**src/sv/utf8_to_ascii_sanitizer_defines.svh**
```systemverilog
// ============================================================================
// UTF-8 to ASCII sanitizer: assertion macros
// Shared concurrent assertion helpers. Each one samples on clk and is
// disabled while rst_n is low. Defining ASSERT_OFF removes them.
// ============================================================================
`ifndef UTF8_TO_ASCII_SANITIZER_DEFINES_SVH
`define UTF8_TO_ASCII_SANITIZER_DEFINES_SVH

`ifndef ASSERT_OFF

// Property that must hold at every clock edge outside reset.
`define U2A_ASSERT(lbl, prop, msg) \
    lbl: assert property (@(posedge clk) disable iff (!rst_n) prop) \
        else $error(msg);

// Condition that must never be true at a clock edge outside reset.
`define U2A_NEVER(lbl, cond, msg) \
    lbl: assert property (@(posedge clk) disable iff (!rst_n) !(cond)) \
        else $error(msg);

`else

`define U2A_ASSERT(lbl, prop, msg)
`define U2A_NEVER(lbl, cond, msg)

`endif

`endif

```
**src/sv/u2a_pkg.sv**
```systemverilog
`timescale 1ns / 1ps
// ============================================================================
// u2a_pkg
// Types, character codes and the code point mapping shared by the front
// decoder and the back end of the UTF-8 to ASCII sanitizer.
// ============================================================================
package u2a_pkg;

    // Printable ASCII characters produced by the mapping.
    localparam logic [6:0] CH_QMARK = 7'h3F;
    localparam logic [6:0] CH_STAR  = 7'h2A;
    localparam logic [6:0] CH_DOT   = 7'h2E;
    localparam logic [6:0] CH_APOS  = 7'h27;
    localparam logic [6:0] CH_COMMA = 7'h2C;
    localparam logic [6:0] CH_QUOTE = 7'h22;
    localparam logic [6:0] CH_DASH  = 7'h2D;
    localparam logic [6:0] CH_SPACE = 7'h20;

    // Code points that the mapping recognizes.
    localparam logic [20:0] CP_PRINT_LO   = 21'h00020;
    localparam logic [20:0] CP_PRINT_HI   = 21'h0007E;
    localparam logic [20:0] CP_NBSP       = 21'h000A0;
    localparam logic [20:0] CP_EN_DASH    = 21'h02013;
    localparam logic [20:0] CP_EM_DASH    = 21'h02014;
    localparam logic [20:0] CP_LSQUO      = 21'h02018;
    localparam logic [20:0] CP_RSQUO      = 21'h02019;
    localparam logic [20:0] CP_SBQUO      = 21'h0201A;
    localparam logic [20:0] CP_SQUO_REV   = 21'h0201B;
    localparam logic [20:0] CP_LDQUO      = 21'h0201C;
    localparam logic [20:0] CP_RDQUO      = 21'h0201D;
    localparam logic [20:0] CP_BDQUO      = 21'h0201E;
    localparam logic [20:0] CP_ELLIPSIS   = 21'h02026;
    localparam logic [20:0] CP_ZW_LO      = 21'h0200B;
    localparam logic [20:0] CP_ZW_HI      = 21'h0200D;
    localparam logic [20:0] CP_VS_LO      = 21'h0FE00;
    localparam logic [20:0] CP_VS_HI      = 21'h0FE0F;
    localparam logic [20:0] CP_BOM        = 21'h0FEFF;
    localparam logic [20:0] CP_SKIN_LO    = 21'h1F3FB;
    localparam logic [20:0] CP_SKIN_HI    = 21'h1F3FF;
    localparam logic [20:0] CP_SYM_LO     = 21'h02600;
    localparam logic [20:0] CP_SYM_HI     = 21'h027BF;
    localparam logic [20:0] CP_EMOJI_LO   = 21'h1F000;
    localparam logic [20:0] CP_EMOJI_HI   = 21'h1FAFF;

    // Reset value of the capacity register and its clamp bounds.
    localparam logic [16:0] LIMIT_RESET = 17'd256;
    localparam logic [16:0] LIMIT_MIN   = 17'd1;
    localparam logic [16:0] LIMIT_MAX   = 17'd65536;

    // Result of mapping one code point: how many copies of ch to emit.
    typedef struct packed {
        logic [1:0] cnt;
        logic [6:0] ch;
    } u2a_map_t;

    // Work handed from the front decoder to the back end for one byte.
    typedef struct packed {
        logic [2:0][6:0] chars;
        logic [1:0]      nchar;
        logic            term;
    } u2a_cmd_t;

    // Map one decoded code point to zero, one or three ASCII characters.
    function automatic u2a_map_t u2a_map_cp(input logic [20:0] cp);
        u2a_map_t m;
        m.cnt = 2'd1;
        m.ch  = CH_QMARK;
        if (cp >= CP_PRINT_LO && cp <= CP_PRINT_HI)
        begin
            m.ch = cp[6:0];
        end
        else if (cp == CP_LSQUO || cp == CP_RSQUO || cp == CP_SQUO_REV)
        begin
            m.ch = CH_APOS;
        end
        else if (cp == CP_SBQUO)
        begin
            m.ch = CH_COMMA;
        end
        else if (cp == CP_LDQUO || cp == CP_RDQUO || cp == CP_BDQUO)
        begin
            m.ch = CH_QUOTE;
        end
        else if (cp == CP_EN_DASH || cp == CP_EM_DASH)
        begin
            m.ch = CH_DASH;
        end
        else if (cp == CP_ELLIPSIS)
        begin
            m.cnt = 2'd3;
            m.ch  = CH_DOT;
        end
        else if (cp == CP_NBSP)
        begin
            m.ch = CH_SPACE;
        end
        else if ((cp >= CP_ZW_LO && cp <= CP_ZW_HI) ||
                 (cp >= CP_VS_LO && cp <= CP_VS_HI) || cp == CP_BOM ||
                 (cp >= CP_SKIN_LO && cp <= CP_SKIN_HI))
        begin
            m.cnt = 2'd0;
        end
        else if ((cp >= CP_SYM_LO && cp <= CP_SYM_HI) ||
                 (cp >= CP_EMOJI_LO && cp <= CP_EMOJI_HI))
        begin
            m.ch = CH_STAR;
        end
        return m;
    endfunction

endpackage

```
**src/sv/u2a_front.sv**
```systemverilog
`timescale 1ns / 1ps
// ============================================================================
// u2a_front
// UTF-8 front decoder. Takes one byte per cycle while the queue is not full,
// assembles multi-byte sequences and turns each byte into a command listing
// the characters it tries to write and whether it ends the text.
// ============================================================================
`include "utf8_to_ascii_sanitizer_defines.svh"

module u2a_front
    import u2a_pkg::*;
(
    input  logic       clk,
    input  logic       rst_n,
    input  logic       s_axis_tvalid,
    output logic       s_axis_tready,
    input  logic [7:0] s_axis_tdata,   // [7:0] in_byte
    input  logic       s_axis_tlast,   // text_end
    input  logic       q_full,
    output logic       q_push,
    output u2a_cmd_t   q_cmd
);

    logic [20:0] part_reg;
    logic [20:0] part_next;
    logic [1:0]  pend_reg;
    logic [1:0]  pend_next;

    logic        accept;
    logic [7:0]  b;
    logic        is_cont;
    logic        malformed;
    logic        do_lead;
    logic [20:0] cont_part;
    u2a_map_t    cont_map;
    logic        lead_emit;
    logic [6:0]  lead_char;
    logic [1:0]  lead_pend;
    logic [20:0] lead_part;
    logic [1:0]  pend_after;
    logic [20:0] part_after;
    logic [2:0][6:0] chars;
    logic [1:0]  n;

    assign b             = s_axis_tdata;
    assign s_axis_tready = !q_full;
    assign accept        = s_axis_tvalid && s_axis_tready;

    // Continuation handling for an open sequence.
    assign is_cont   = (b[7:6] == 2'b10);
    assign malformed = (pend_reg != 2'd0) && !is_cont;
    assign do_lead   = (pend_reg == 2'd0) || malformed;
    assign cont_part = {part_reg[14:0], b[5:0]};
    assign cont_map  = u2a_map_cp(cont_part);

    // Lead byte classification.
    always_comb
    begin
        lead_emit = 1'b0;
        lead_char = CH_QMARK;
        lead_pend = 2'd0;
        lead_part = '0;
        if (b[7] == 1'b0)
        begin
            lead_emit = 1'b1;
            if (b >= 8'h20 && b <= 8'h7E)
            begin
                lead_char = b[6:0];
            end
        end
        else if (b[7:5] == 3'b110)
        begin
            lead_pend = 2'd1;
            lead_part = {16'd0, b[4:0]};
        end
        else if (b[7:4] == 4'b1110)
        begin
            lead_pend = 2'd2;
            lead_part = {17'd0, b[3:0]};
        end
        else if (b[7:3] == 5'b11110)
        begin
            lead_pend = 2'd3;
            lead_part = {18'd0, b[2:0]};
        end
        else
        begin
            // Invalid lead byte stands for the replacement character.
            lead_emit = 1'b1;
        end
    end

    // Sequence state after this byte, before the end-of-text flush.
    always_comb
    begin
        if (do_lead)
        begin
            pend_after = lead_pend;
            part_after = lead_part;
        end
        else
        begin
            pend_after = pend_reg - 2'd1;
            part_after = cont_part;
        end
    end

    // Build the character list in emission order.
    always_comb
    begin
        chars = {3{CH_QMARK}};
        n     = 2'd0;
        if (!do_lead && pend_reg == 2'd1)
        begin
            chars = {3{cont_map.ch}};
            n     = cont_map.cnt;
        end
        if (malformed)
        begin
            chars[n] = CH_QMARK;
            n        = n + 2'd1;
        end
        if (do_lead && lead_emit)
        begin
            chars[n] = lead_char;
            n        = n + 2'd1;
        end
        if (s_axis_tlast && pend_after != 2'd0)
        begin
            chars[n] = CH_QMARK;
            n        = n + 2'd1;
        end
    end

    // Bytes with nothing to emit and no text end skip the queue.
    assign q_cmd.chars = chars;
    assign q_cmd.nchar = n;
    assign q_cmd.term  = s_axis_tlast;
    assign q_push      = accept && (n != 2'd0 || s_axis_tlast);

    // Decoder state update.
    always_comb
    begin
        pend_next = pend_reg;
        part_next = part_reg;
        if (accept)
        begin
            if (s_axis_tlast)
            begin
                pend_next = 2'd0;
                part_next = '0;
            end
            else
            begin
                pend_next = pend_after;
                part_next = part_after;
            end
        end
    end

    always_ff @(posedge clk or negedge rst_n)
    begin
        if (!rst_n)
        begin
            pend_reg <= 2'd0;
            part_reg <= '0;
        end
        else
        begin
            pend_reg <= pend_next;
            part_reg <= part_next;
        end
    end

    `U2A_ASSERT(a_end_closes_seq, (accept && s_axis_tlast) |=> (pend_reg == 2'd0), "text end left a sequence open")

endmodule

```
**src/sv/u2a_queue.sv**
```systemverilog
`timescale 1ns / 1ps
// ============================================================================
// u2a_queue
// Short command queue between the front decoder and the back end, so that
// either side can stall without holding up the other.
// ============================================================================
`include "utf8_to_ascii_sanitizer_defines.svh"

module u2a_queue
    import u2a_pkg::*;
#(
    parameter int DEPTH = 4
)
(
    input  logic     clk,
    input  logic     rst_n,
    input  logic     push,
    input  u2a_cmd_t push_cmd,
    input  logic     pop,
    output logic     full,
    output logic     not_empty,
    output u2a_cmd_t head
);

    localparam int PTR_W = (DEPTH > 1) ? $clog2(DEPTH) : 1;
    localparam int CNT_W = $clog2(DEPTH + 1);
    localparam logic [PTR_W-1:0] LAST_PTR = PTR_W'(DEPTH - 1);
    localparam logic [CNT_W-1:0] FULL_CNT = CNT_W'(DEPTH);

    u2a_cmd_t         slots [DEPTH];
    logic [PTR_W-1:0] wr_ptr_reg;
    logic [PTR_W-1:0] wr_ptr_next;
    logic [PTR_W-1:0] rd_ptr_reg;
    logic [PTR_W-1:0] rd_ptr_next;
    logic [CNT_W-1:0] cnt_reg;
    logic [CNT_W-1:0] cnt_next;

    assign full      = (cnt_reg == FULL_CNT);
    assign not_empty = (cnt_reg != '0);
    assign head      = slots[rd_ptr_reg];

    // Pointer and fill count update.
    always_comb
    begin
        wr_ptr_next = wr_ptr_reg;
        rd_ptr_next = rd_ptr_reg;
        cnt_next    = cnt_reg;
        if (push)
        begin
            wr_ptr_next = (wr_ptr_reg == LAST_PTR) ? '0 : wr_ptr_reg + 1'b1;
        end
        if (pop)
        begin
            rd_ptr_next = (rd_ptr_reg == LAST_PTR) ? '0 : rd_ptr_reg + 1'b1;
        end
        if (push && !pop)
        begin
            cnt_next = cnt_reg + 1'b1;
        end
        else if (pop && !push)
        begin
            cnt_next = cnt_reg - 1'b1;
        end
    end

    always_ff @(posedge clk or negedge rst_n)
    begin
        if (!rst_n)
        begin
            wr_ptr_reg <= '0;
            rd_ptr_reg <= '0;
            cnt_reg    <= '0;
        end
        else
        begin
            wr_ptr_reg <= wr_ptr_next;
            rd_ptr_reg <= rd_ptr_next;
            cnt_reg    <= cnt_next;
        end
    end

    // Command storage.
    always_ff @(posedge clk)
    begin
        if (push)
        begin
            slots[wr_ptr_reg] <= push_cmd;
        end
    end

    `U2A_NEVER(a_no_overflow, push && full, "command pushed into a full queue")
    `U2A_NEVER(a_no_underflow, pop && !not_empty, "command popped from an empty queue")

endmodule

```
**src/sv/u2a_back.sv**
```systemverilog
`timescale 1ns / 1ps
// ============================================================================
// u2a_back
// Back end of the sanitizer. Walks each queued command one character per
// cycle while the output register is free, applies the capacity limit,
// counts written characters and emits the terminator. Holds the capacity
// register and the output register.
`include "utf8_to_ascii_sanitizer_defines.svh"

module u2a_back
    import u2a_pkg::*;
(
    input  logic        clk,
    input  logic        rst_n,
    input  logic        output_limit_we,
    input  logic [16:0] output_limit_wdata,
    input  logic        q_valid,
    input  u2a_cmd_t    head,
    output logic        pop,
    output logic        m_axis_tvalid,
    input  logic        m_axis_tready,
    output logic [23:0] m_axis_tdata,   // [6:0] out_char, [22:7] total_written, [23] zero
    output logic        m_axis_tuser,   // is_terminator
    output logic        m_axis_tlast    // run_last
);

    logic [16:0] limit_reg;
    logic [15:0] count_reg;
    logic [15:0] count_next;
    logic        stopped_reg;
    logic        stopped_next;
    logic [1:0]  idx_reg;
    logic [1:0]  idx_next;
    logic        out_valid_reg;
    logic        out_valid_next;
    logic [6:0]  out_char_reg;
    logic [15:0] out_total_reg;
    logic        out_term_reg;
    logic        out_last_reg;

    logic [16:0] lim;
    logic [16:0] count_inc;
    logic        fits;
    logic        next_fits;
    logic        in_char;
    logic        more;
    logic        out_free;
    logic        load;
    logic [6:0]  ld_char;
    logic [15:0] ld_total;
    logic        ld_term;
    logic        ld_last;

    // Capacity register; the user must write it only while idle, which the block itself does not enforce.
    always_ff @(posedge clk or negedge rst_n)
    begin
        if (!rst_n)
        begin
            limit_reg <= LIMIT_RESET;
        end
        else if (output_limit_we)
        begin
            limit_reg <= output_limit_wdata;
        end
    end

    // Clamp the limit to the range the 16-bit count supports.
    always_comb
    begin
        if (limit_reg < LIMIT_MIN)
        begin
            lim = LIMIT_MIN;
        end
        else if (limit_reg > LIMIT_MAX)
        begin
            lim = LIMIT_MAX;
        end
        else
        begin
            lim = limit_reg;
        end
    end

    assign count_inc = {1'b0, count_reg} + 17'd1;
    assign fits      = !stopped_reg && (count_inc < lim);
    assign next_fits = ({2'b00, count_reg} + 18'd2) < {1'b0, lim};
    assign in_char   = idx_reg < head.nchar;
    assign more      = ({1'b0, idx_reg} + 3'd1) < {1'b0, head.nchar};
    assign out_free  = !out_valid_reg || m_axis_tready;

    // At most one result per cycle, while the output register is free, from the command at the head of the queue.
    always_comb
    begin
        count_next   = count_reg;
        stopped_next = stopped_reg;
        idx_next     = idx_reg;
        pop          = 1'b0;
        load         = 1'b0;
        ld_char      = '0;
        ld_total     = count_reg;
        ld_term      = 1'b0;
        ld_last      = 1'b0;
        if (q_valid && out_free)
        begin
            priority if (in_char && fits)
            begin
                load       = 1'b1;
                ld_char    = head.chars[idx_reg];
                ld_total   = count_inc[15:0];
                count_next = count_inc[15:0];
                if (more && next_fits)
                begin
                    idx_next = idx_reg + 2'd1;
                end
                else
                begin
                    // Last character taken, or a remaining one would overflow: stop if so.
                    if (more)
                    begin
                        stopped_next = 1'b1;
                    end
                    if (head.term)
                    begin
                        idx_next = head.nchar;
                    end
                    else
                    begin
                        pop      = 1'b1;
                        idx_next = 2'd0;
                        ld_last  = 1'b1;
                    end
                end
            end
            else if (in_char)
            begin
                // Character blocked by the limit; later ones are too.
                stopped_next = 1'b1;
                pop          = 1'b1;
                idx_next     = 2'd0;
                if (head.term)
                begin
                    load         = 1'b1;
                    ld_term      = 1'b1;
                    ld_last      = 1'b1;
                    count_next   = '0;
                    stopped_next = 1'b0;
                end
            end
            else
            begin
                // Terminator after the characters of the final byte.
                load         = 1'b1;
                ld_term      = 1'b1;
                ld_last      = 1'b1;
                pop          = 1'b1;
                idx_next     = 2'd0;
                count_next   = '0;
                stopped_next = 1'b0;
            end
        end
        if (load)
        begin
            out_valid_next = 1'b1;
        end
        else if (m_axis_tready)
        begin
            out_valid_next = 1'b0;
        end
        else
        begin
            out_valid_next = out_valid_reg;
        end
    end

    always_ff @(posedge clk or negedge rst_n)
    begin
        if (!rst_n)
        begin
            count_reg     <= '0;
            stopped_reg   <= 1'b0;
            idx_reg       <= 2'd0;
            out_valid_reg <= 1'b0;
        end
        else
        begin
            count_reg     <= count_next;
            stopped_reg   <= stopped_next;
            idx_reg       <= idx_next;
            out_valid_reg <= out_valid_next;
        end
    end

    // Output payload register.
    always_ff @(posedge clk)
    begin
        if (load)
        begin
            out_char_reg  <= ld_char;
            out_total_reg <= ld_total;
            out_term_reg  <= ld_term;
            out_last_reg  <= ld_last;
        end
    end

    assign m_axis_tvalid = out_valid_reg;
    assign m_axis_tdata  = {1'b0, out_total_reg, out_char_reg};
    assign m_axis_tuser  = out_term_reg;
    assign m_axis_tlast  = out_last_reg;

    `U2A_ASSERT(a_term_clears, (load && ld_term) |=> (count_reg == '0 && !stopped_reg), "terminator did not clear the count")
    `U2A_ASSERT(a_idx_in_range, q_valid |-> (idx_reg <= head.nchar), "character index past the command")

endmodule

```
**src/sv/utf8_to_ascii_sanitizer.sv**
```systemverilog
`timescale 1ns / 1ps
// ============================================================================
// utf8_to_ascii_sanitizer
// UTF-8 text to printable ASCII converter with a capacity limit.
// ============================================================================
// The block takes one UTF-8 byte per cycle on the input stream while the
// command queue has room, and writes printable ASCII characters on the
// output stream, one result per cycle while the output is ready. The back
// end handles one result at a time, so a byte that yields several results
// (an ellipsis, a malformed sequence, or the terminator at text end) holds
// the back end while the command queue of QUEUE_DEPTH entries keeps the
// input flowing. Bytes with no visible result (an open sequence, a dropped
// code point) never reach the back end. A result passes through the
// command queue and the output register. Output stops for the rest of a
// text once output_limit - 1 characters have been written; the terminator,
// flagged in tuser, carries the final count and clears the count for the
// next text. output_limit may be written only while idle.
// ============================================================================
module utf8_to_ascii_sanitizer
    import u2a_pkg::*;
#(
    parameter int QUEUE_DEPTH = 4  // commands buffered between front and back, 2 or more
)
(
    input  logic        clk,
    input  logic        rst_n,
    input  logic        s_axis_tvalid,
    output logic        s_axis_tready,
    input  logic [7:0]  s_axis_tdata,        // [7:0] in_byte
    input  logic        s_axis_tlast,        // text_end
    output logic        m_axis_tvalid,
    input  logic        m_axis_tready,
    output logic [23:0] m_axis_tdata,        // [6:0] out_char, [22:7] total_written, [23] zero
    output logic        m_axis_tuser,        // is_terminator
    output logic        m_axis_tlast,        // run_last
    input  logic        output_limit_we,
    input  logic [16:0] output_limit_wdata
);

    logic     q_full;
    logic     q_push;
    logic     q_pop;
    logic     q_valid;
    u2a_cmd_t q_cmd;
    u2a_cmd_t q_head;

    // Byte decoder.
    u2a_front u_front
    (
        .clk           (clk),
        .rst_n         (rst_n),
        .s_axis_tvalid (s_axis_tvalid),
        .s_axis_tready (s_axis_tready),
        .s_axis_tdata  (s_axis_tdata),
        .s_axis_tlast  (s_axis_tlast),
        .q_full        (q_full),
        .q_push        (q_push),
        .q_cmd         (q_cmd)
    );

    // Command queue.
    u2a_queue #(
        .DEPTH (QUEUE_DEPTH)
    ) u_queue
    (
        .clk       (clk),
        .rst_n     (rst_n),
        .push      (q_push),
        .push_cmd  (q_cmd),
        .pop       (q_pop),
        .full      (q_full),
        .not_empty (q_valid),
        .head      (q_head)
    );

    // Limit, counting and output stage.
    u2a_back u_back
    (
        .clk                (clk),
        .rst_n              (rst_n),
        .output_limit_we    (output_limit_we),
        .output_limit_wdata (output_limit_wdata),
        .q_valid            (q_valid),
        .head               (q_head),
        .pop                (q_pop),
        .m_axis_tvalid      (m_axis_tvalid),
        .m_axis_tready      (m_axis_tready),
        .m_axis_tdata       (m_axis_tdata),
        .m_axis_tuser       (m_axis_tuser),
        .m_axis_tlast       (m_axis_tlast)
    );

endmodule
```
**config.mk**
```make
export PLATFORM = sky130hd
export DESIGN_NAME = utf8_to_ascii_sanitizer
export DESIGN_NICKNAME = d
export VERILOG_FILES = /design/src/sv/u2a_pkg.sv /design/src/sv/u2a_front.sv /design/src/sv/u2a_queue.sv /design/src/sv/u2a_back.sv /design/src/sv/utf8_to_ascii_sanitizer.sv
export VERILOG_INCLUDE_DIRS = /design/src /design/src/sv
export SDC_FILE = /design/constraint.sdc
export NUM_CORES = 1
export LEC_CHECK = 0
export BUFFER_PORTS_ARGS = -buffer_cell sky130_fd_sc_hd__buf_2
export CORE_MARGIN = 5
export CORE_UTILIZATION = 50
export CTS_CLUSTER_SIZE = 8
export DETAILED_ROUTE_END_ITERATION = 16
export PLACE_DENSITY = 0.71
export SYNTH_ARGS = -nofsm -noshare
export SYNTH_HDL_FRONTEND = slang
export SYNTH_SLANG_ARGS = --single-unit
```
**constraint.sdc**
```tcl
create_clock -name clk -period 6.58 [get_ports clk]
set_input_delay 0.987 -clock clk [delete_from_list [all_inputs] [get_ports clk]]
set_output_delay 0.987 -clock clk [all_outputs]
set_load 0.005 [all_outputs]
```
==> impl_metrics.py, run 1 <==
metrics = {
    "critical_path": {
        "crit_top_cell": "ha_1",
        "cp_max_fo": 7,
        "path_cells": "ha_1 -> nand2_1 -> nor2_1 -> and3_1 -> nand3_1 -> xnor2_1 -> ha_1 -> nor4_1 -> o211ai_1 -> a21oi_1 -> o21ai_0 -> o21ai_1 -> ha_1 -> inv_1 -> fa_1 -> xor2_1 -> nor2_1 -> xor2_1",
        "cp_slowest_cell": "dfrtp_1",
        "critPathLaunchType": "register",
        "crit_buf_inv": 1,
        "crit_family": "simple AND/OR/NAND/NOR gates",
        "cp-end-kind": "register",
        "cp.required_ns": 6.93,
        "crit_arrival_ns": 5.08,
        "slowest_delay_ns": 0.50,
        "path_class": "reg2reg",
    },
    "timing": {
        "fmax_ghz": 0.2114,
        "fin_crit_ns": 4.730,
        "finalHoldViolations": 0,
        "hold_slack_ns": 0.4799,
        "fin_crit_sh_pct": 71.89,
        "worst_slew_margin_rel_pct": 30.20,
        "finalMaxSlewViolations": 0,
        "fin_setup_tns_ns": 0,
        "setup_viol": 0,
        "rsz0062_at_grt": "no",
        "fin_skew_ns": 0.01264,
        "worstMarginPinSlew_ns": 1.046,
    },
    "cells_and_area": {
        "post-route-util_pct": 57.19,
        "largest_reg_flops": 96,
        "fin_nets": 954,
        "syn2layout_area_growth_pct": 11.76,
        "diodes": 0,
        "drive_above_1_share_pct": 17.91,
    },
    "logic_synthesis": {
        "synth_largest_area_cell": "edfxtp_1",
        "syn_area_per_cell_um2": 11.64,
        "yosysUniqueCellTypes": 67,
        "netlist.area_leader.share_pct": 37.71,
        "syn-cell-area_mm2": 0.009635,
        "synthFlopType": "edfxtp_1",
        "ys_seq_area_share_pct": 53.56,
        "synth-seq-cells": 182,
        "yosysWarnings": 0,
        "synth_nets": 913,
        "synthArstFlopShare_pct": 33.52,
        "synthCells": 828,
        "synth.most_common_cell": "edfxtp_1",
        "synth.area.top_cells": "edfxtp_1, dfrtp_1, ha_1",
        "synth.top_cells.by_count": "edfxtp_1, nand2_1, nor2_1, dfrtp_1, ha_1",
        "synth_edf_count": 121,
    },
    "pwr": {
        "power.density_mw_per_mm2": 368.9,
        "p_total_mw": 3.973,
        "ir_drop_uv": 220.9,
        "p_leak_nw": 4.242,
    },
    "floorplan": {
        "rows": 50,
        "start_util_pct": 51.17,
        "boundaryPins": 59,
        "core-area_mm2": 0.01883,
        "fp.dieArea_mm2": 0.02215,
        "dieHeight_um": 148.8,
        "die_w_um": 148.8,
    },
    "cts": {
        "path_clk_slew_ns": 0.08,
        "numCtsBuffers": 17,
        "cts_root_buf": "clkbuf_16",
        "cts_resized": 0,
        "holdBufCountCts": 0,
        "htree_levels": 4,
        "clockBufferDepth": 2,
        "tritoncts": "built",
        "clock_latency_ns": 0.43,
        "cts.sink_count": 182,
        "post_cts_buffers": 0,
    },
    "global_routing": {
        "use_met1_pct": 25.65,
        "grt_first_pass_wirelength_mm": 33.12,
        "global_route.usage.met3_pct": 4.132,
        "grt.total_usage_pct": 18.90,
        "grt_pass1_vias": 6457,
        "grt_max_degree": 62,
        "antenna_found_initial": 0,
        "overflow": 0,
        "top_usage_layer": "met2",
        "met2_usage_pct": 30.80,
    },
    "route": {
        "wl_mm": 20.25,
        "ant_nets": 0,
        "drtPass1Iterations": 5,
        "via_count": 6545,
        "drtIter0Drc": 411,
        "drc": 0,
        "avgViaCountPerCell": 5.731,
        "wl_per_cell_um": 17.73,
    },
    "placement": {
        "routabilityCongestion": 0.9060,
        "dp_hpwl_mm": 14.33,
        "port-buffer-count": 57,
    },
    "status": {
        "status": "complete, no violations",
    },
    "job": {
        "cap_violations": 0,
    },
    "worst_hold_path": {
        "hold_path_class": "reg2reg",
    },
}
==> report_power, final <==
| group | internal [mW] | leakage (nW) | switching, mW |
|---|---|---|---|
| Combinational | 0.535 | 2.09 | 0.783 |
| Sequential | 1.50 | 1.85 | 0.121 |
| Clock | 0.552 | 0.303 | 0.486 |
==> worst register-to-register path, delay by kind of cell (launching register included) <==
kind                     cells  cell delay (ns)
AO/OA/AOI/OAI                4             0.91
XOR/XNOR                     3             0.51
adder cells (fa/ha/maj)      4             1.20
buffers and inverters        1             0.06
flip-flops                   1             0.50
AND/OR/NAND/NOR              6             1.48
==> per-layer routing <==
| layer | share of wire (%) | wire, um | vias up |
|---|---|---|---|
| met5 | 0 | 0 | - |
| met4 | 1.8 | 363 | 0 |
| met3 | 5.9 | 1196 | 27 |
| met2 | 48 | 9639 | 225 |
| met1 | 45 | 9052 | 3152 |
| li1 | - | - | 3141 |
==> final timing paths <==
| path | start | depth (start not counted) | slack, ns | to |
|---|---|---|---|---|
| max | u_back.count_reg[2] | 18 | 1.85 | u_queue.cnt_reg[2] |
| min | u_front.pend_reg[1] | 2 | 0.48 | u_front.pend_reg[1] |
| max reg2reg | u_back.count_reg[2] | 18 | 1.85 | u_queue.cnt_reg[2] |
| min reg2reg | u_front.pend_reg[1] | 2 | 0.48 | u_front.pend_reg[1] |
| max in group asynchronous | rst_n | 2 | 5.32 | u_back.idx_reg[0] |
| min in group asynchronous | rst_n | 2 | 0.70 | u_front.part_reg[1] |
==> logic make-up (layout without fill, tap and decap cells) <==
family	after synthesis	in the layout	synth area share [%]
flip-flops	182	182	53.56
other	1	1	0.03892
AO/OA/AOI/OAI	162	162	10.75
multiplexers	47	47	8.350
XOR/XNOR	46	46	4.181
adder cells (fa/ha/maj)	54	54	7.168
buffers and inverters	72	126	3.013
AND/OR/NAND/NOR	264	264	12.93
==> cell usage in the layout, fill, tap and decap left out, drive strengths merged, types with 3 or more instances in the layout <==
cell type / count
a211oi: 7
a21boi: 3
a21o: 4
a21oi: 42
a221o: 3
a22o: 15
a31oi: 16
a41oi: 4
and2: 5
and3: 11
buf: 67
clkbuf: 17
clkinv: 9
dfrtp: 60
edfxtp: 121
ha: 52
inv: 32
mux2: 21
mux4: 24
nand2: 103
nand2b: 4
nand3: 17
nand4: 10
nor2: 69
nor2b: 5
nor3: 7
nor3b: 3
nor4: 10
o21ai: 44
o22ai: 3
o31ai: 5
or2: 3
or3: 4
or4: 6
xnor2: 28
xor2: 18
==> stage by stage <==
step	std cells	worst slack, ns	area (um2)
2_1_floorplan	828	1.935	9635
3_3_place_gp	1110	1.749	10140
3_5_place_dp	1110	1.637	10140
4_1_cts	1142	1.854	10770
5_1_grt	1142	1.447	10770
6_report	1142	1.850	10770
==> area by class of cell <==
type | count | area [um2]
Timing Repair Buffer | 67 | 360.3
Clock inverter | 15 | 202.7
Multi-Input combinational cell | 574 | 4193
Inverter | 27 | 101.3
Clock buffer | 17 | 425.4
Sequential cell | 182 | 5161
Fill cell | 1549 | 8061
Tap cell | 260 | 325.3
Power figures use the tool's default switching activity.
==> inputs of run 2 (changes only) <==
Settings changed: PLACE_DENSITY 0.71 to 0.73.
Clock period 6.58 ns to 4.1 ns, I/O delays scaled along.
==> run 2 against run 1 <==
Net effect: first-iteration DRC count rose by 12%; routed wire length rose by 3.8%; clock-buffer cell count did not move; total power rose by 65%; combinational power rose by 80%; flip-flop and latch count did not move; clock skew fell by 0.0018 ns; critical path depth rose by 1; final cell count rose by 4.4%; worst hold slack got worse by 0.37 ns; global-route usage rose by 0.75 points; fmax rose by 21%; critical endpoint unchanged; largest power group unchanged.
==> impl_metrics.py, run 2 (synthesized netlist as in run 1, its figures left out) <==
metrics = {
    "status": {
        "status": "complete, no violations",
    },
    "timing": {
        "worstMarginPinSlew_ns": 0.9141,
        "worst_slew_margin_rel_pct": 38.54,
        "setup_viol": 0,
        "fmax_ghz": 0.2567,
        "fin_crit_sh_pct": 95.02,
        "finalHoldViolations": 0,
        "fin_skew_ns": 0.01079,
        "fin_crit_ns": 3.896,
        "finalMaxSlewViolations": 0,
    },
    "cts": {
        "clockBufferDepth": 2,
        "cts.sink_count": 182,
        "path_clk_slew_ns": 0.07,
        "numCtsBuffers": 17,
        "clock_latency_ns": 0.43,
        "tritoncts": "built",
        "cts_root_buf": "clkbuf_16",
        "holdBufCountCts": 0,
        "htree_levels": 4,
    },
    "global_routing": {
        "antenna_found_initial": 0,
        "top_usage_layer": "met2",
        "met2_usage_pct": 32.23,
        "global_route.usage.met3_pct": 3.707,
        "overflow": 0,
        "grt_first_pass_wirelength_mm": 34.07,
        "grt.total_usage_pct": 19.65,
        "grt_pass1_vias": 6573,
        "use_met1_pct": 26.41,
        "grt_max_degree": 43,
    },
    "critical_path": {
        "cp-end-kind": "register",
        "rr_startpoint": "u_front.part_reg[0]",
        "cp_slowest_cell": "or4b_4",
        "crit_start": "u_front.part_reg[0]",
        "critPathLaunchType": "register",
        "crit_arrival_ns": 4.25,
        "cp.required_ns": 4.45,
        "slowest_delay_ns": 0.50,
        "cp_max_fo": 5,
        "reg2reg_depth": 19,
        "path_class": "reg2reg",
        "path_cells": "or4b_4 -> nor4_4 -> nand4_1 -> nor2_1 -> inv_1 -> ha_1 -> a21o_1 -> inv_1 -> ha_1 -> nand2_1 -> nor2_1 -> mux2_4 -> nor2_4 -> ha_2 -> inv_1 -> fa_2 -> xor2_1 -> nor2_1 -> xor2_1",
    },
    "route": {
        "via_count": 6776,
        "drtPass1Iterations": 5,
        "drc": 0,
        "wl_per_cell_um": 17.64,
        "avgViaCountPerCell": 5.685,
        "ant_nets": 0,
        "drtIter0Drc": 460,
        "wl_mm": 21.02,
    },
    "cells_and_area": {
        "final_common_cell": "edfxtp_1",
        "syn2layout_area_growth_pct": 17.15,
        "drive_above_1_share_pct": 25.21,
        "multiInputGateArea_mm2": 0.004279,
        "largest_reg_flops": 96,
        "final_cells": 1192,
        "n_fill_cell": 1497,
        "fin_nets": 1004,
        "diodes": 0,
        "ff_latch_area_mm2": 0.005167,
        "post-route-util_pct": 59.95,
        "layout_common_cells": "edfxtp_1, nand2_1, nor2_1",
    },
    "floorplan": {
        "boundaryPins": 59,
        "dieHeight_um": 148.8,
        "die_w_um": 148.8,
        "core-area_mm2": 0.01883,
        "rows": 50,
        "start_util_pct": 51.17,
        "fp.dieArea_mm2": 0.02215,
    },
    "pwr": {
        "p_leak_nw": 4.497,
        "ir_drop_uv": 474.7,
        "power.density_mw_per_mm2": 581.4,
    },
    "job": {
        "cap_violations": 0,
    },
    "placement": {
        "dp_cells": 1154,
        "dp_hpwl_mm": 14.90,
        "port-buffer-count": 57,
        "routabilityCongestion": 0.9527,
    },
    "worst_hold_path": {
        "hold_path_class": "in2async",
    },
}
-- run 2: final cells by class --
type | instances | area share (%)
Inverter | 27 | 0.8978
Timing Repair Buffer | 117 | 7.182
Multi-Input combinational cell | 574 | 37.91
Sequential cell | 182 | 45.78
Clock buffer | 17 | 3.769
Clock inverter | 15 | 1.585
Tap cell | 260 | 2.882
-- run 2: path summary, 6_finish.rpt --
check	end	slack [ns]
worst max register to register	u_queue.cnt_reg[2]	0.20
worst min-delay path	u_front.part_reg[8]	0.11
worst min register to register	u_front.pend_reg[1]	0.50
worst max-delay path	u_queue.cnt_reg[2]	0.20
max in group asynchronous	u_back.count_reg[10]	2.99
min in group clk	u_back.limit_reg[3]	0.41
-- run 2: report_power, final --
part / switching (mW) / internal [mW]
Combinational: 1.35 / 1.03
Sequential: 0.163 / 2.40
Clock: 0.793 / 0.823
-- run 2: through the flow --
step | total power, mW | hold WS, ns | setup WS [ns] | area [um2] | TNS [ns]
floorplan | 4.134 | 0.3194 | -0.01298 | 9662 | -0.01298
global placement | 4.891 | 0.4704 | 0.02208 | 10560 | 0
detailed placement | 4.957 | 0.4747 | -0.09411 | 10560 | -0.09411
CTS | 6.581 | 0.1075 | 0.04290 | 11170 | 0
global route | 6.974 | 0.1345 | -0.02109 | 11290 | -0.02109
finish | 6.563 | 0.1147 | 0.2041 | 11290 | 0
-- run 2: critical path, delay by kind of cell, from the launching register on --
| kind | cells | cell delay (ns) |
|---|---|---|
| xor+xnor | 2 | 0.32 |
| fa+ha+maj | 4 | 1.00 |
| flops | 1 | 0.44 |
| compound gates | 1 | 0.17 |
| mux | 1 | 0.29 |
| simple gates | 8 | 1.42 |
| buf+inv | 3 | 0.18 |
-- run 2: timing repair --
item	CTS	global route
buffers inserted	0	6
endpoints found under the hold margin	0	0
setup endpoints to repair	0	2
resized for setup	0	22
-- run 2: routing by layer --
metal / vias to the layer above / routed length (um) / part of all wire [%]
met1: 3313 / 9354 / 44
met3: 29 / 959 / 4.6
met2: 181 / 10270 / 49
li1: 3253 / - / -
met5: - / 0 / 0
met4: 0 / 437 / 2.1
==> inputs of run 3 (changes only) <==
Settings changed: RECOVER_POWER set to 50, SETUP_SLACK_MARGIN set to 0.1.
==> run 3 against run 2 <==
Net effect: worst hold slack better by 0.28 ns; the run now ends with max-capacitance violations, max-slew violations left; clock power is 2% higher; fmax is 1.3% lower; routed wire length is 2.8% higher; worst setup slack worse by 0.051 ns; utilization is 0.19 points higher; flip-flop and latch count stayed put; critical endpoint unchanged; clock-buffer cell count is 1 higher; total power is 0.90% higher; largest power group unchanged; cell area is 0.32% higher; critical path type unchanged; combinational power hardly changed; largest cell class unchanged.
==> impl_metrics.py, run 3 (synthesized netlist as in run 1, its figures left out) <==
metrics = {
    "cells_and_area": {
        "ff_latch_area_mm2": 0.005165,
        "largest_reg_flops": 96,
        "drive_above_1_share_pct": 24.06,
        "fin_nets": 1007,
        "finish.instance_area_mm2": 0.01132,
        "syn2layout_area_growth_pct": 17.53,
        "n_fill_cell": 1513,
        "final_cells": 1195,
        "multiInputGateArea_mm2": 0.004324,
        "diodes": 0,
        "post-route-util_pct": 60.14,
        "layout_common_cells": "edfxtp_1, nand2_1, nor2_1",
        "final_common_cell": "edfxtp_1",
    },
    "floorplan": {
        "core-area_mm2": 0.01883,
        "dieHeight_um": 148.8,
        "rows": 50,
        "boundaryPins": 59,
        "die_w_um": 148.8,
        "start_util_pct": 51.17,
        "fp.dieArea_mm2": 0.02215,
    },
    "critical_path": {
        "slowest_delay_ns": 0.56,
        "cp_max_fo": 6,
        "crit_buf_inv": 3,
        "critPathLaunchType": "register",
        "reg2reg_to": "u_queue.cnt_reg[2]",
        "crit_family": "simple AND/OR/NAND/NOR gates",
        "cp-end-kind": "register",
        "crit_cells": 17,
        "path_class": "reg2reg",
        "cp.required_ns": 4.46,
        "crit_start": "u_front.part_reg[1]",
        "path_cells": "or4_1 -> nor3b_1 -> o2bb2ai_1 -> buf_4 -> o2bb2ai_1 -> inv_1 -> ha_4 -> nand2_2 -> nor2_1 -> mux2_4 -> nor2_4 -> ha_4 -> inv_2 -> fa_2 -> xor2_1 -> nor2_1 -> xor2_1",
        "crit_end": "u_queue.cnt_reg[2]",
        "crit_arrival_ns": 4.30,
        "cp_slowest_cell": "or4_1",
        "rr_startpoint": "u_front.part_reg[1]",
        "r2r_slack_ns": 0.15,
        "reg2reg_depth": 17,
    },
    "timing": {
        "finalMaxSlewViolations": 42,
        "fin_skew_ns": 0.01226,
        "fin_crit_sh_pct": 96.26,
        "rsz0062_at_grt": "yes",
        "worstMarginPinSlew_ns": 2.371,
        "fmax_ghz": 0.2534,
        "setup_ws_ns": 0.1534,
        "worst_slew_margin_rel_pct": -58.05,
        "fin_crit_ns": 3.947,
        "finalHoldViolations": 0,
        "setup_viol": 0,
    },
    "global_routing": {
        "grt_max_degree": 42,
        "antenna_found_initial": 0,
        "grt.total_usage_pct": 20.23,
        "grt_first_pass_wirelength_mm": 35.44,
        "overflow": 0,
        "grt_pass1_vias": 6758,
    },
    "cts": {
        "numCtsBuffers": 17,
        "tritoncts": "built",
        "holdBufCountCts": 0,
        "cts.sink_count": 182,
        "clockBufferDepth": 2,
        "htree_levels": 4,
        "cts_root_buf": "clkbuf_16",
        "clock_latency_ns": 0.44,
        "path_clk_slew_ns": 0.08,
    },
    "route": {
        "wl_per_cell_um": 18.08,
        "drc": 0,
        "via_count": 6860,
        "wl_mm": 21.61,
        "dr_wl_met3_mm": 1.175,
        "drtPass1Iterations": 5,
        "drtIter0Drc": 353,
        "wl_met1_mm": 9.479,
        "ant_nets": 0,
        "wl_met2_mm": 10.51,
        "routed.top_layer": "met4",
        "avgViaCountPerCell": 5.741,
    },
    "pwr": {
        "p_leak_nw": 4.464,
        "power.density_mw_per_mm2": 584.8,
        "ir_drop_uv": 392.9,
    },
    "worst_hold_path": {
        "hold_path_class": "in2reg",
    },
    "placement": {
        "place_ws_ns": -0.06674,
        "port-buffer-count": 57,
        "post_dp_cell_area_mm2": 0.01052,
        "routabilityCongestion": 0.9465,
        "dp_hpwl_mm": 15.10,
        "dp_cells": 1150,
    },
    "status": {
        "status": "finished with violations",
        "violations": "max-capacitance violations, max-slew violations",
    },
    "job": {
        "cap_violations": 1,
    },
}
run 3: cell types whose count changed in the layout (fill, tap and decap cells not counted), moves of 2 or more:
cell / delta
and3_2: -2
buf_2: -14
clkbuf_1: +17
clkinv_8: -2
dfrtp_1: +2
dfrtp_2: -2
ha_1: -2
ha_4: +2
inv_1: -3
inv_2: +3
nand2_1: -2
nand2_2: +2
nor2_4: +2
run 3: area by class of cell:
| type | count | area share [%] |
|---|---|---|
| inverter | 27 | 0.8949 |
| sequential | 182 | 45.61 |
| multi-input combinational | 574 | 38.18 |
| clock inverter | 14 | 1.591 |
| tap | 260 | 2.873 |
| clock buffer | 18 | 3.790 |
| timing repair buffer | 120 | 7.060 |
run 3: tightest hold or removal path, delay by kind of cell:
kind                   cells  cell delay, ns
buffers and inverters      1            0.08
AOI/OAI and AO/OA          1            0.06
and+or+nand+nor            1            0.04
run 3: how the worst min path moves through the flow:
| stage | startpoint | end | cells past startpoint |
|---|---|---|---|
| detailed placement | u_front.pend_reg[1] | u_front.pend_reg[1] | 2 |
| global route | output_limit_wdata[5] | u_back.limit_reg[5] | 2 |
| floorplan | rst_n | u_back.count_reg[0] | 0 |
| finish | output_limit_wdata[16] | u_back.limit_reg[16] | 3 |
| CTS | rst_n | u_front.part_reg[9] | 1 |
| global placement | u_front.pend_reg[1] | u_front.pend_reg[1] | 2 |
run 3: timing repair:
item                                    4_1_cts  5_1_grt
setup buffers                                 2       11
endpoints found under the setup margin        1       10
resized for setup                             9       23
pin swaps                                     4       14
run 3: metal layers:
metal | GRT usage (%) | up-vias
li1 | - | 3267
met1 | 27.45 | 3344
met2 | 33.60 | 211
met3 | 3.494 | 38
met4 | 6.224 | 0
met5 | 0 | -
run 3: power by group:
group          internal [mW]  switching (mW)
logic                   1.02            1.36
clock network          0.879           0.786
registers               2.40           0.175
run 3: stage by stage:
stage	hold WS, ns	setup TNS [ns]	total power [mW]
finish	0.3986	0	6.623
global route	0.4006	-0.03857	7.050
CTS	0.3667	0	6.618
detailed placement	0.4696	-0.06674	4.932
global placement	0.4681	0	4.876
floorplan	0.3194	0	4.137
